[config.mk]
export PLATFORM = sky130hd
export DESIGN_NAME = websocket_frame_deframer
export DESIGN_NICKNAME = d
export VERILOG_FILES = /design/src/hdl/wsd_pkg.sv /design/src/hdl/wsd_parser.sv /design/src/hdl/wsd_out_reg.sv /design/src/hdl/websocket_frame_deframer.sv
export SDC_FILE = /design/constraint.sdc
export NUM_CORES = 1
export LEC_CHECK = 0
export ABC_AREA = 1
export BUFFER_PORTS_ARGS = -buffer_cell sky130_fd_sc_hd__buf_4
export CORE_MARGIN = 2
export CORE_UTILIZATION = 49
export DETAILED_ROUTE_END_ITERATION = 7
export GPL_TIMING_DRIVEN = 1
export PLACE_DENSITY = 0.66
export SYNTH_ARGS = -nofsm -noshare
export SYNTH_HDL_FRONTEND = slang
export SYNTH_SLANG_ARGS = --single-unit
[constraint.sdc]
create_clock -name aclk -period 3.5 [get_ports aclk]
set_input_delay 0.175 -clock aclk [delete_from_list [all_inputs] [get_ports aclk]]
set_output_delay 0.175 -clock aclk [all_outputs]
set_load 0.03 [all_outputs]
[src/hdl/wsd_pkg.sv]
// ---------------------------------------------------------------------------
// WebSocket deframer package
// Shared types and constants for the frame header parser and output stage.
// ---------------------------------------------------------------------------
package wsd_pkg;

    localparam int unsigned ByteW   = 8;
    localparam int unsigned OpcodeW = 4;
    localparam int unsigned LenW    = 64;
    localparam int unsigned ExtCntW = 4;
    localparam int unsigned MaskCntW = 3;

    localparam logic [6:0] Len16Code = 7'd126;
    localparam logic [6:0] Len64Code = 7'd127;
    localparam logic [ExtCntW-1:0]  Ext16Bytes = 4'd2;
    localparam logic [ExtCntW-1:0]  Ext64Bytes = 4'd8;
    localparam logic [MaskCntW-1:0] MaskKeyBytes = 3'd4;

    typedef enum logic [2:0] {
        PH_HDR1    = 3'd0,
        PH_HDR2    = 3'd1,
        PH_EXTLEN  = 3'd2,
        PH_MASK    = 3'd3,
        PH_PAYLOAD = 3'd4
    } phase_t;

    // One result as it leaves the parser.
    typedef struct packed {
        logic [ByteW-1:0]   data;
        logic               last;
        logic               empty;
        logic [OpcodeW-1:0] opcode;
        logic               fin;
    } result_t;

endpackage

[src/hdl/wsd_parser.sv]
// ---------------------------------------------------------------------------
// WebSocket frame header parser
// Walks the header, extended length, mask key and payload of each frame, one byte
// per accepted transaction, and produces at most one result per byte.
// ---------------------------------------------------------------------------
module wsd_parser (
    input  logic                       aclk,
    input  logic                       aresetn,
    input  logic                       in_valid,
    input  logic [wsd_pkg::ByteW-1:0]  in_byte,
    output logic                       res_valid,
    output wsd_pkg::result_t           res
);
    import wsd_pkg::*;

    phase_t                phase_reg, phase_next;
    logic [ExtCntW-1:0]    ext_left_reg, ext_left_next;
    logic [MaskCntW-1:0]   mask_left_reg, mask_left_next;
    logic [LenW-1:0]       remain_reg, remain_next;
    logic [OpcodeW-1:0]    opcode_reg, opcode_next;
    logic                  fin_reg, fin_next;
    logic                  masked_reg, masked_next;

    logic [6:0]            len7;
    logic [LenW-1:0]       remain_shift;
    logic [ExtCntW-1:0]    ext_dec;
    logic [MaskCntW-1:0]   mask_dec;

    always_ff @(posedge aclk) begin
        if (!aresetn) begin
            phase_reg     <= PH_HDR1;
            ext_left_reg  <= '0;
            mask_left_reg <= '0;
            remain_reg    <= '0;
            opcode_reg    <= '0;
            fin_reg       <= 1'b0;
            masked_reg    <= 1'b0;
        end else if (in_valid) begin
            phase_reg     <= phase_next;
            ext_left_reg  <= ext_left_next;
            mask_left_reg <= mask_left_next;
            remain_reg    <= remain_next;
            opcode_reg    <= opcode_next;
            fin_reg       <= fin_next;
            masked_reg    <= masked_next;
        end
    end

    assign len7         = in_byte[6:0];
    assign remain_shift = {remain_reg[LenW-ByteW-1:0], in_byte};
    assign ext_dec      = (ext_left_reg != '0) ? ext_left_reg - 1'b1 : ext_left_reg;
    assign mask_dec     = (mask_left_reg != '0) ? mask_left_reg - 1'b1 : mask_left_reg;

    always_comb begin
        phase_next     = phase_reg;
        ext_left_next  = ext_left_reg;
        mask_left_next = mask_left_reg;
        remain_next    = remain_reg;
        opcode_next    = opcode_reg;
        fin_next       = fin_reg;
        masked_next    = masked_reg;
        res_valid      = 1'b0;
        res.data       = '0;
        res.last       = 1'b1;
        res.empty      = 1'b1;
        res.opcode     = opcode_reg;
        res.fin        = fin_reg;

        unique case (phase_reg)
            PH_HDR2: begin
                masked_next = in_byte[7];
                if (len7 == Len16Code) begin
                    remain_next   = '0;
                    ext_left_next = Ext16Bytes;
                    phase_next    = PH_EXTLEN;
                end else if (len7 == Len64Code) begin
                    remain_next   = '0;
                    ext_left_next = Ext64Bytes;
                    phase_next    = PH_EXTLEN;
                end else begin
                    remain_next = {{(LenW-7){1'b0}}, len7};
                    if (in_byte[7]) begin
                        mask_left_next = MaskKeyBytes;
                        phase_next     = PH_MASK;
                    end else if (len7 == '0) begin
                        res_valid  = 1'b1;
                        phase_next = PH_HDR1;
                    end else begin
                        phase_next = PH_PAYLOAD;
                    end
                end
            end
            PH_EXTLEN: begin
                remain_next   = remain_shift;
                ext_left_next = ext_dec;
                if (ext_dec == '0) begin
                    if (masked_reg) begin
                        mask_left_next = MaskKeyBytes;
                        phase_next     = PH_MASK;
                    end else if (remain_shift == '0) begin
                        res_valid  = 1'b1;
                        phase_next = PH_HDR1;
                    end else begin
                        phase_next = PH_PAYLOAD;
                    end
                end
            end
            PH_MASK: begin
                mask_left_next = mask_dec;
                if (mask_dec == '0) begin
                    if (remain_reg == '0) begin
                        res_valid  = 1'b1;
                        phase_next = PH_HDR1;
                    end else begin
                        phase_next = PH_PAYLOAD;
                    end
                end
            end
            PH_PAYLOAD: begin
                remain_next = remain_reg - 1'b1;
                res_valid   = 1'b1;
                res.data    = in_byte;
                res.empty   = 1'b0;
                res.last    = (remain_reg == {{(LenW-1){1'b0}}, 1'b1});
                if (res.last) begin
                    phase_next = PH_HDR1;
                end
            end
            default: begin
                // First header byte; unused phase codes land here as well.
                fin_next       = in_byte[7];
                opcode_next    = in_byte[OpcodeW-1:0];
                masked_next    = 1'b0;
                ext_left_next  = '0;
                mask_left_next = '0;
                remain_next    = '0;
                phase_next     = PH_HDR2;
            end
        endcase
    end

endmodule

[src/hdl/wsd_out_reg.sv]
// ---------------------------------------------------------------------------
// WebSocket deframer output register
// Holds one result until the downstream side takes it; refills in the same
// cycle that the held result leaves.
// ---------------------------------------------------------------------------
module wsd_out_reg (
    input  logic              aclk,
    input  logic              aresetn,
    input  logic              load,
    input  logic              res_valid,
    input  wsd_pkg::result_t  res,
    output logic              can_load,
    output logic              out_valid,
    input  logic              out_ready,
    output wsd_pkg::result_t  out_res
);
    import wsd_pkg::*;

    logic    valid_reg, valid_next;
    result_t res_reg;

    assign can_load = !valid_reg || out_ready;

    always_comb begin
        valid_next = valid_reg;
        if (load) begin
            valid_next = res_valid;
        end else if (out_ready) begin
            valid_next = 1'b0;
        end
    end

    always_ff @(posedge aclk) begin
        if (!aresetn) begin
            valid_reg <= 1'b0;
        end else begin
            valid_reg <= valid_next;
        end
    end

    always_ff @(posedge aclk) begin
        if (load && res_valid) begin
            res_reg <= res;
        end
    end

    assign out_valid = valid_reg;
    assign out_res   = res_reg;

endmodule

[src/hdl/websocket_frame_deframer.sv]
// ---------------------------------------------------------------------------
// WebSocket frame deframer
// Strips WebSocket frame headers from a byte stream and forwards payload
// bytes tagged with opcode, fin bit, end of frame and empty frame marks.
// ---------------------------------------------------------------------------
//  Channel | Direction | tdata          | tlast          | tuser
//  s_      | in        | rx_byte        | -              | -
//  m_      | out       | out_byte       | last_of_frame  | empty_frame, frame_opcode,
//          |           |                |                | final_fragment
//
//  One byte is taken every cycle while s_tready is high; a result appears in the
//  cycle after the byte that causes it, from a single output register.
//  Header, length and mask key bytes give no result; an empty frame gives
//  one result on the byte that completes its header.
//  s_tready drops only while a held result is not taken by m_tready.
//  aresetn is synchronous; after reset the parser waits for a first header byte.
// ---------------------------------------------------------------------------
module websocket_frame_deframer (
    input  logic        aclk,
    input  logic        aresetn,
    input  logic        s_tvalid,
    output logic        s_tready,
    input  logic [7:0]  s_tdata,   // [7:0] rx_byte
    output logic        m_tvalid,
    input  logic        m_tready,
    output logic [7:0]  m_tdata,   // [7:0] out_byte
    output logic        m_tlast,
    output logic [5:0]  m_tuser    // [0] empty_frame, [4:1] frame_opcode, [5] final_fragment
);
    import wsd_pkg::*;

    logic    accept;
    logic    res_valid;
    result_t res;
    result_t out_res;
    logic    can_load;

    assign s_tready = can_load;
    assign accept   = s_tvalid && can_load;

    wsd_parser u_parser (
        .aclk      (aclk),
        .aresetn   (aresetn),
        .in_valid  (accept),
        .in_byte   (s_tdata),
        .res_valid (res_valid),
        .res       (res)
    );

    wsd_out_reg u_out (
        .aclk      (aclk),
        .aresetn   (aresetn),
        .load      (accept),
        .res_valid (res_valid),
        .res       (res),
        .can_load  (can_load),
        .out_valid (m_tvalid),
        .out_ready (m_tready),
        .out_res   (out_res)
    );

    assign m_tdata = out_res.data;
    assign m_tlast = out_res.last;
    assign m_tuser = {out_res.fin, out_res.opcode, out_res.empty};

endmodule

==> results of run 1 <==
## worst max-delay path: cells and delay by family, from the launching register on
family | cells | cell delay [ns]
simple gates | 8 | 0.87
flops | 1 | 0.33
fa+ha+maj | 1 | 0.27
buf+inv | 3 | 0.67
## final cells by class
| cell class | instances | area, µm² |
|---|---|---|
| Inverter | 113 | 424 |
| Clock buffer | 9 | 225 |
| Tap cell | 176 | 220 |
| Clock inverter | 7 | 62.6 |
| Fill cell | 1442 | 5980 |
| Multi-Input combinational cell | 924 | 4060 |
| Timing Repair Buffer | 34 | 255 |
| Sequential cell | 96 | 2070 |
## layer usage
| metal | global-route usage | wire length, µm | vias up |
|---|---|---|---|
| li1 | - | - | 3721 |
| met5 | 0 | 0 | - |
| met1 | 0.411 | 9870 | 3160 |
| met2 | 0.405 | 8180 | 173 |
| met4 | 0.0812 | 299 | 0 |
| met3 | 0.0282 | 1110 | 13 |
## cell usage after synthesis, types with 6 or more instances
master	instances
sky130_fd_sc_hd__edfxtp_1	15
sky130_fd_sc_hd__inv_1	105
sky130_fd_sc_hd__nand2_1	438
sky130_fd_sc_hd__clkbuf_1	13
sky130_fd_sc_hd__o21bai_1	6
sky130_fd_sc_hd__buf_4	8
sky130_fd_sc_hd__inv_2	8
sky130_fd_sc_hd__dfxtp_1	81
sky130_fd_sc_hd__buf_2	11
sky130_fd_sc_hd__nor2_2	13
sky130_fd_sc_hd__nand3_1	100
sky130_fd_sc_hd__o21ai_0	49
sky130_fd_sc_hd__nor2_1	180
sky130_fd_sc_hd__a21oi_1	89
sky130_fd_sc_hd__o21ai_1	9
## worst paths after layout
path / end / slack [ns] / cells after the start
setup reg to reg: u_out.out_res[9]$_SDFFCE_PP0P_ / 0.99 / 12
hold / removal: u_parser.opcode_reg[1]$_SDFFE_PN0P_ / 0.11 / 3
hold reg to reg: u_out.out_res[0]$_DFFE_PP_ / 0.42 / 0
setup / recovery: u_out.out_res[9]$_SDFFCE_PP0P_ / 0.99 / 12
## logic make-up after synthesis
kind of cell             share of synthesized area
AND/OR/NAND/NOR                              0.466
AO/OA/AOI/OAI                                0.126
buffers and inverters                       0.0892
flip-flops                                   0.308
adder cells (fa/ha/maj)                    0.00931
XOR/XNOR                                   0.00130
## through the flow
stage               instance area, µm²  setup slack, ns
floorplan                         6720             1.39
global placement                  7030             1.08
detailed placement                7030             1.02
CTS                               7320            0.976
global route                      7320            0.762
finish                            7320            0.986
## power breakdown
group	switching [µW]	total [µW]	internal [µW]	leakage [µW]
Clock	509	1010	497	0.000132
Combinational	1680	2410	732	0.00250
Sequential	85.8	1290	1200	0.000793
==> results.py, run 1 <==
metrics = {
    "worst_setup_path": {
        "critPathSlowestCell": "sky130_fd_sc_hd__inv_1",
        "critical_path.endpoint_type": "flip-flop",
        "startpoint_type": "flip-flop",
        "timing.critical_path.slowest_cell_delay_ns": 0.43,
        "worst-setup-path-type": "flip-flop to flip-flop",
        "critPathMaxFanout": 15,
        "worstReg2RegStart": "u_parser.remain_reg[0]$_SDFFE_PN0P_",
        "crit_chain": "inv_1, ha_1, nand2_2, nor2_2, inv_1, nor2_2, nand2_1, nor2_1, nand2_1, nand3_1, nand2_1, inv_1",
        "worstSetupStartpoint": "u_parser.remain_reg[0]$_SDFFE_PN0P_",
        "worst_ep_arrival_time_ns": 2.52,
        "timing.critical_path.required_ns": 3.50,
    },
    "floorplan": {
        "fp.dieW_um": 121,
        "core_region_area_um2": 13300,
        "die_y_um": 121,
        "floorplan.initialDensity": 0.506,
        "die_area_um2": 14700,
        "io_pins": 29,
        "fp-row-count": 42,
    },
    "global_route": {
        "globalRouteTotalUtil": 0.271,
        "globalRouteOverflowTotal": 0,
        "first_global_vias": 6238,
        "maximum_number_of_pins_on_one_net_before_global_route_repair": 67,
        "antenna_found_initial": 0,
        "grt_pass1_wl_um": 31500,
    },
    "layout": {
        "areaGrowthSynthToFinish_pct": 8.82,
        "instances_no_fill": 1359,
        "mostFrequentLayoutCells": "438 x sky130_fd_sc_hd__nand2_1, 180 x sky130_fd_sc_hd__nor2_1, 105 x sky130_fd_sc_hd__inv_1, 100 x sky130_fd_sc_hd__nand3_1, 89 x sky130_fd_sc_hd__a21oi_1",
        "most_common_library_cell_in_the_layout_ignoring_fill_and_taps": "sky130_fd_sc_hd__nand2_1",
        "layout-drive-gt1-share": 0.0769,
        "nets": 1195,
        "postLayoutCoreUtil": 0.550,
        "diodes": 0,
        "flip_flop_count_of_the_largest_register_all_copies_and_words_added": 64,
    },
    "logic_synthesis": {
        "synthesis.yosys.warnings": 0,
        "synthesis.area_per_instance_um2": 5.76,
        "main_flop_type_after_synthesis": "sky130_fd_sc_hd__dfxtp_1",
        "synthDominantCellAreaShare": 0.245,
        "async_sr_flop_fraction": 0,
        "ys_seq_area_frac": 0.308,
        "yosys.cell_types.count": 33,
        "synth-seq-cells": 96,
        "netlist_top_cells_area": "sky130_fd_sc_hd__nand2_1 24%, sky130_fd_sc_hd__dfxtp_1 24%, sky130_fd_sc_hd__nor2_1 10%",
        "syn_nets": 1185,
        "synthCells": 1168,
        "synthDominantAreaCellType": "sky130_fd_sc_hd__nand2_1",
        "synth_enable_flop_cells": 15,
        "synthesis.area_um2": 6720,
    },
    "route": {
        "drt_first_iter_violations": 701,
        "drt_wl_total_um": 19500,
        "ant_nets": 0,
        "detailroute.via_count": 7067,
        "route.detailed.drc": 0,
        "detailedRoute.firstPassIterationCount": 6,
        "via_per_inst": 5.20,
        "avgRoutedWirePerCell_um": 14.3,
    },
    "timing": {
        "grt_setup_unrepaired": "no",
        "maxSlewViolCount": 0,
        "worstMarginPinSlew_ns": 0.752,
        "max_slew_margin": 0.499,
        "fin_worst_hold_slack_ns": 0.110,
        "report.final.hold_viol_count": 0,
        "setup_viol": 0,
        "final_period_minus_worst_setup_slack_ns": 2.51,
        "final.setup_skew_ns": 0.00760,
        "fmaxAchievable_mhz": 398,
        "finalCritPeriodShare": 0.718,
        "setup_total_negative_slack_ns": 0,
    },
    "job": {
        "maxCapViolations": 0,
    },
    "power": {
        "leakagePower_uw": 0.00342,
        "finalPower_uw": 4700,
        "power-per-cell-area_nw_per_um2": 643,
        "vdd_ir_drop_max_mv": 0.282,
    },
    "placement": {
        "dp.cells": 1343,
        "place_hpwl_um": 14000,
        "finalWeightedCongestion": 0.887,
        "buffer_ports.inserted": 28,
    },
    "clock_network": {
        "clk_transition_reported_paths_ns": 0.07,
        "postCtsSetupRepairBufs": 0,
        "cts_tree": "yes",
        "clock_insertion_delay_worst_skew_ns": 0.36,
        "cts_sinks": 96,
        "cts-buffers-inserted": 9,
        "cts_max_path_buffers": 2,
        "htree_levels": 3,
        "post_cts.resized_instances": 0,
        "cts-hold-fix-buffers": 0,
        "clock_tree.root_cell": "sky130_fd_sc_hd__clkbuf_16",
    },
    "run_status": {
        "status": "finished clean",
    },
    "worst_hold_path": {
        "path_category_of_the_worst_min_delay_check": "input port to flip-flop",
        "min_from": "s_tdata[1]",
    },
}
Power figures use the tool's default switching activity.
==> run 2: changes to the inputs <==
Settings changed: ABC_AREA 1 to 0.
Clock period 3.5 ns to 2.4 ns, I/O delays scaled along.
==> run 2 against run 1 <==
The run now ends with negative setup slack left. Core utilization increased by 9.7 points. Total power decreased by 11%. Maximum frequency decreased by 6.4%. Sequential share of layout area decreased by 1.3 points. Area after synthesis decreased by 12%. First-iteration DRC count increased by 3.4%. Wire length increased by 3.7%. Design area increased by 5.0%. Setup slack got worse by 1.3 ns. Clock power increased by 48%. Cell count decreased by 26%. Sequential power increased by 29%.
==> results.py, run 2 <==
metrics = {
    "timing": {
        "setup_total_negative_slack_ns": -7.39,
        "maxSlewViolCount": 0,
        "max_slew_margin": 0.632,
        "final.setup_skew_ns": 0.00979,
        "report.final.hold_viol_count": 0,
        "grt_setup_unrepaired": "yes",
        "worstMarginPinSlew_ns": 0.549,
        "final_period_minus_worst_setup_slack_ns": 2.69,
        "finalCritPeriodShare": 1.12,
        "final_critical_path_setup_slack_ns": -0.286,
        "setup_viol": 35,
        "fmaxAchievable_mhz": 372,
    },
    "run_status": {
        "status": "finished, violations left",
        "violated_checks": "negative setup slack",
    },
    "logic_synthesis": {
        "synthDominantCellAreaShare": 0.275,
        "synthesis.area_per_instance_um2": 8.08,
        "ys_seq_area_frac": 0.351,
        "synth_enable_flop_cells": 15,
        "netlist_top_cells_count": "81 x sky130_fd_sc_hd__dfxtp_1, 61 x sky130_fd_sc_hd__nand2_1, 59 x sky130_fd_sc_hd__nor2_1, 52 x sky130_fd_sc_hd__a21oi_1, 49 x sky130_fd_sc_hd__o21ai_0",
        "yosys.cell_types.count": 77,
        "synth-seq-cells": 96,
        "synth_most_common_cell": "sky130_fd_sc_hd__dfxtp_1",
        "syn_nets": 747,
        "main_flop_type_after_synthesis": "sky130_fd_sc_hd__dfxtp_1",
        "synthesis.yosys.warnings": 0,
        "synthesis.area_um2": 5900,
        "netlist_top_cells_area": "sky130_fd_sc_hd__dfxtp_1 27%, sky130_fd_sc_hd__edfxtp_1 7.6%, sky130_fd_sc_hd__a21oi_1 4.4%",
        "synthCells": 730,
        "async_sr_flop_fraction": 0,
        "synthDominantAreaCellType": "sky130_fd_sc_hd__dfxtp_1",
    },
    "worst_setup_path": {
        "crit_buf_inv": 2,
        "timing.critical_path.required_ns": 2.47,
        "worst_ep_arrival_time_ns": 2.76,
        "critPathSlowestCell": "sky130_fd_sc_hd__or4_4",
        "critPathMaxFanout": 15,
        "timing.critical_path.slowest_cell_delay_ns": 0.53,
        "startpoint_type": "flip-flop",
        "crit_chain": "or4_4, or4_4, buf_12, nor3_4, nand3_2, o21ai_2, nor4b_4, buf_12",
        "critical_path.endpoint_type": "flip-flop",
        "worst-setup-path-type": "flip-flop to flip-flop",
        "critical-path-top-delay-family": "simple AND/OR/NAND/NOR gates",
    },
    "clock_network": {
        "cts_tree": "yes",
        "clock_insertion_delay_worst_skew_ns": 0.36,
        "cts_sinks": 96,
        "cts_max_path_buffers": 2,
        "clk_transition_reported_paths_ns": 0.07,
        "clock_tree.root_cell": "sky130_fd_sc_hd__clkbuf_16",
        "htree_levels": 3,
        "cts-buffers-inserted": 9,
    },
    "global_route": {
        "maximum_number_of_pins_on_one_net_before_global_route_repair": 39,
        "globalRouteTotalUtil": 0.313,
        "antenna_found_initial": 0,
        "grt_pass1_wl_um": 32200,
        "first_global_vias": 6234,
        "globalRouteOverflowTotal": 0,
    },
    "layout": {
        "nets": 868,
        "mostFrequentLayoutCells": "147 x sky130_fd_sc_hd__buf_4, 79 x sky130_fd_sc_hd__dfxtp_1, 60 x sky130_fd_sc_hd__nand2_1, 57 x sky130_fd_sc_hd__nor2_1, 51 x sky130_fd_sc_hd__a21oi_1",
        "flip_flop_count_of_the_largest_register_all_copies_and_words_added": 64,
        "areaGrowthSynthToFinish_pct": 30.2,
        "most_common_library_cell_in_the_layout_ignoring_fill_and_taps": "sky130_fd_sc_hd__buf_4",
        "layout-drive-gt1-share": 0.272,
        "diodes": 0,
    },
    "route": {
        "detailroute.via_count": 6458,
        "avgRoutedWirePerCell_um": 20.1,
        "route.detailed.drc": 0,
        "drt_wl_total_um": 20200,
        "detailedRoute.firstPassIterationCount": 5,
        "drt_first_iter_violations": 725,
        "ant_nets": 0,
        "via_per_inst": 6.44,
    },
    "power": {
        "leakagePower_uw": 0.00315,
        "p_sw_uw": 1270,
        "combPwrFrac": 0.245,
        "sequentialPowerShare": 0.398,
        "power_switching_share": 0.302,
        "share_clk_of_total_power": 0.357,
        "internal_power_uw": 2920,
        "vdd_ir_drop_max_mv": 0.280,
        "power-per-cell-area_nw_per_um2": 545,
    },
    "placement": {
        "place_hpwl_um": 13800,
        "finalWeightedCongestion": 0.886,
        "place_ws_ns": -0.277,
        "buffer_ports.inserted": 28,
    },
    "floorplan": {
        "core_region_area_um2": 11900,
        "floorplan.initialDensity": 0.497,
        "fp-row-count": 40,
        "die_y_um": 114,
        "die_area_um2": 12900,
        "io_pins": 29,
        "fp.dieW_um": 114,
    },
    "job": {
        "maxCapViolations": 0,
    },
    "worst_hold_path": {
        "path_category_of_the_worst_min_delay_check": "input port to flip-flop",
    },
}
[run 2: area by class of cell]
cell class | count | area (µm²)
Sequential cell | 96 | 2070
Tap cell | 147 | 184
Clock buffer | 9 | 225
Multi-Input combinational cell | 565 | 3760
Fill cell | 997 | 4180
Timing Repair Buffer | 159 | 1290
Clock inverter | 7 | 68.8
Inverter | 20 | 75.1
[run 2: per-stage QoR]
| step | hold slack [ns] | power [µW] | std cells | instance area [µm²] | utilization |
|---|---|---|---|---|---|
| finish | 0.0492 | 4190 | 1003 | 7680 | 0.647 |
| global route | 0.0655 | 4330 | 1003 | 7680 | 0.647 |
| CTS | 0.0505 | 4100 | 999 | 7510 | 0.633 |
| detailed placement | 0.417 | 2590 | 979 | 7110 | 0.599 |
| global placement | 0.405 | 2570 | 979 | 7110 | 0.599 |
| floorplan | 0.264 | 2250 | 730 | 5950 | - |
[run 2: per-layer routing]
layer	track usage	vias to the layer above	routed length, µm
met2	0.513	320	9570
met3	0.0494	44	1530
li1	-	3016	-
met5	0	-	0
met4	0.124	0	518
met1	0.415	3078	8550
[run 2: worst min-delay path, stage by stage]
cell	delay (ns)
sky130_fd_sc_hd__buf_4	0.11
sky130_fd_sc_hd__mux2i_1	0.07
sky130_fd_sc_hd__nor2_1	0.07
[run 2: cells by family after synthesis]
group                      count (synthesis)  synth area share
xor gates and xnor gates                  22            0.0327
DFF                                       96             0.351
adders and majority gates                  5            0.0106
and+or+nand+nor                          286             0.262
muxes                                     11            0.0191
AOI/OAI and AO/OA                        241             0.270
buffers and inverters                     69            0.0549
[run 2: path summary, 6_finish.rpt]
check	to	slack, ns	from	depth (start not counted)
setup / recovery	u_out.out_res[10]$_SDFFCE_PP0P_	-0.29	u_parser.remain_reg[2]$_SDFFE_PN0P_	8
hold / removal	u_parser.opcode_reg[1]$_SDFFE_PN0P_	0.05	s_tdata[1]	3
setup reg to reg	u_out.out_res[10]$_SDFFCE_PP0P_	-0.29	u_parser.remain_reg[2]$_SDFFE_PN0P_	8
hold reg to reg	u_out.out_res[1]$_DFFE_PP_	0.43	u_parser.opcode_reg[0]$_SDFFE_PN0P_	0
[run 2: what timing repair did]
action	CTS	global route
hold endpoints to repair	0	0
pin swaps	3	21
hold buffers	0	0
endpoints found under the setup margin	31	47
resized for setup	14	36
setup buffers	4	4
[run 2: power groups by stage]
stage,combinational (µW),clock (µW),sequential (µW)
after floorplan,542,0,1710
after global placement,866,0,1700
after detailed placement,883,0,1700
after CTS,933,1500,1670
after global routing,1090,1570,1670
final,1030,1490,1670
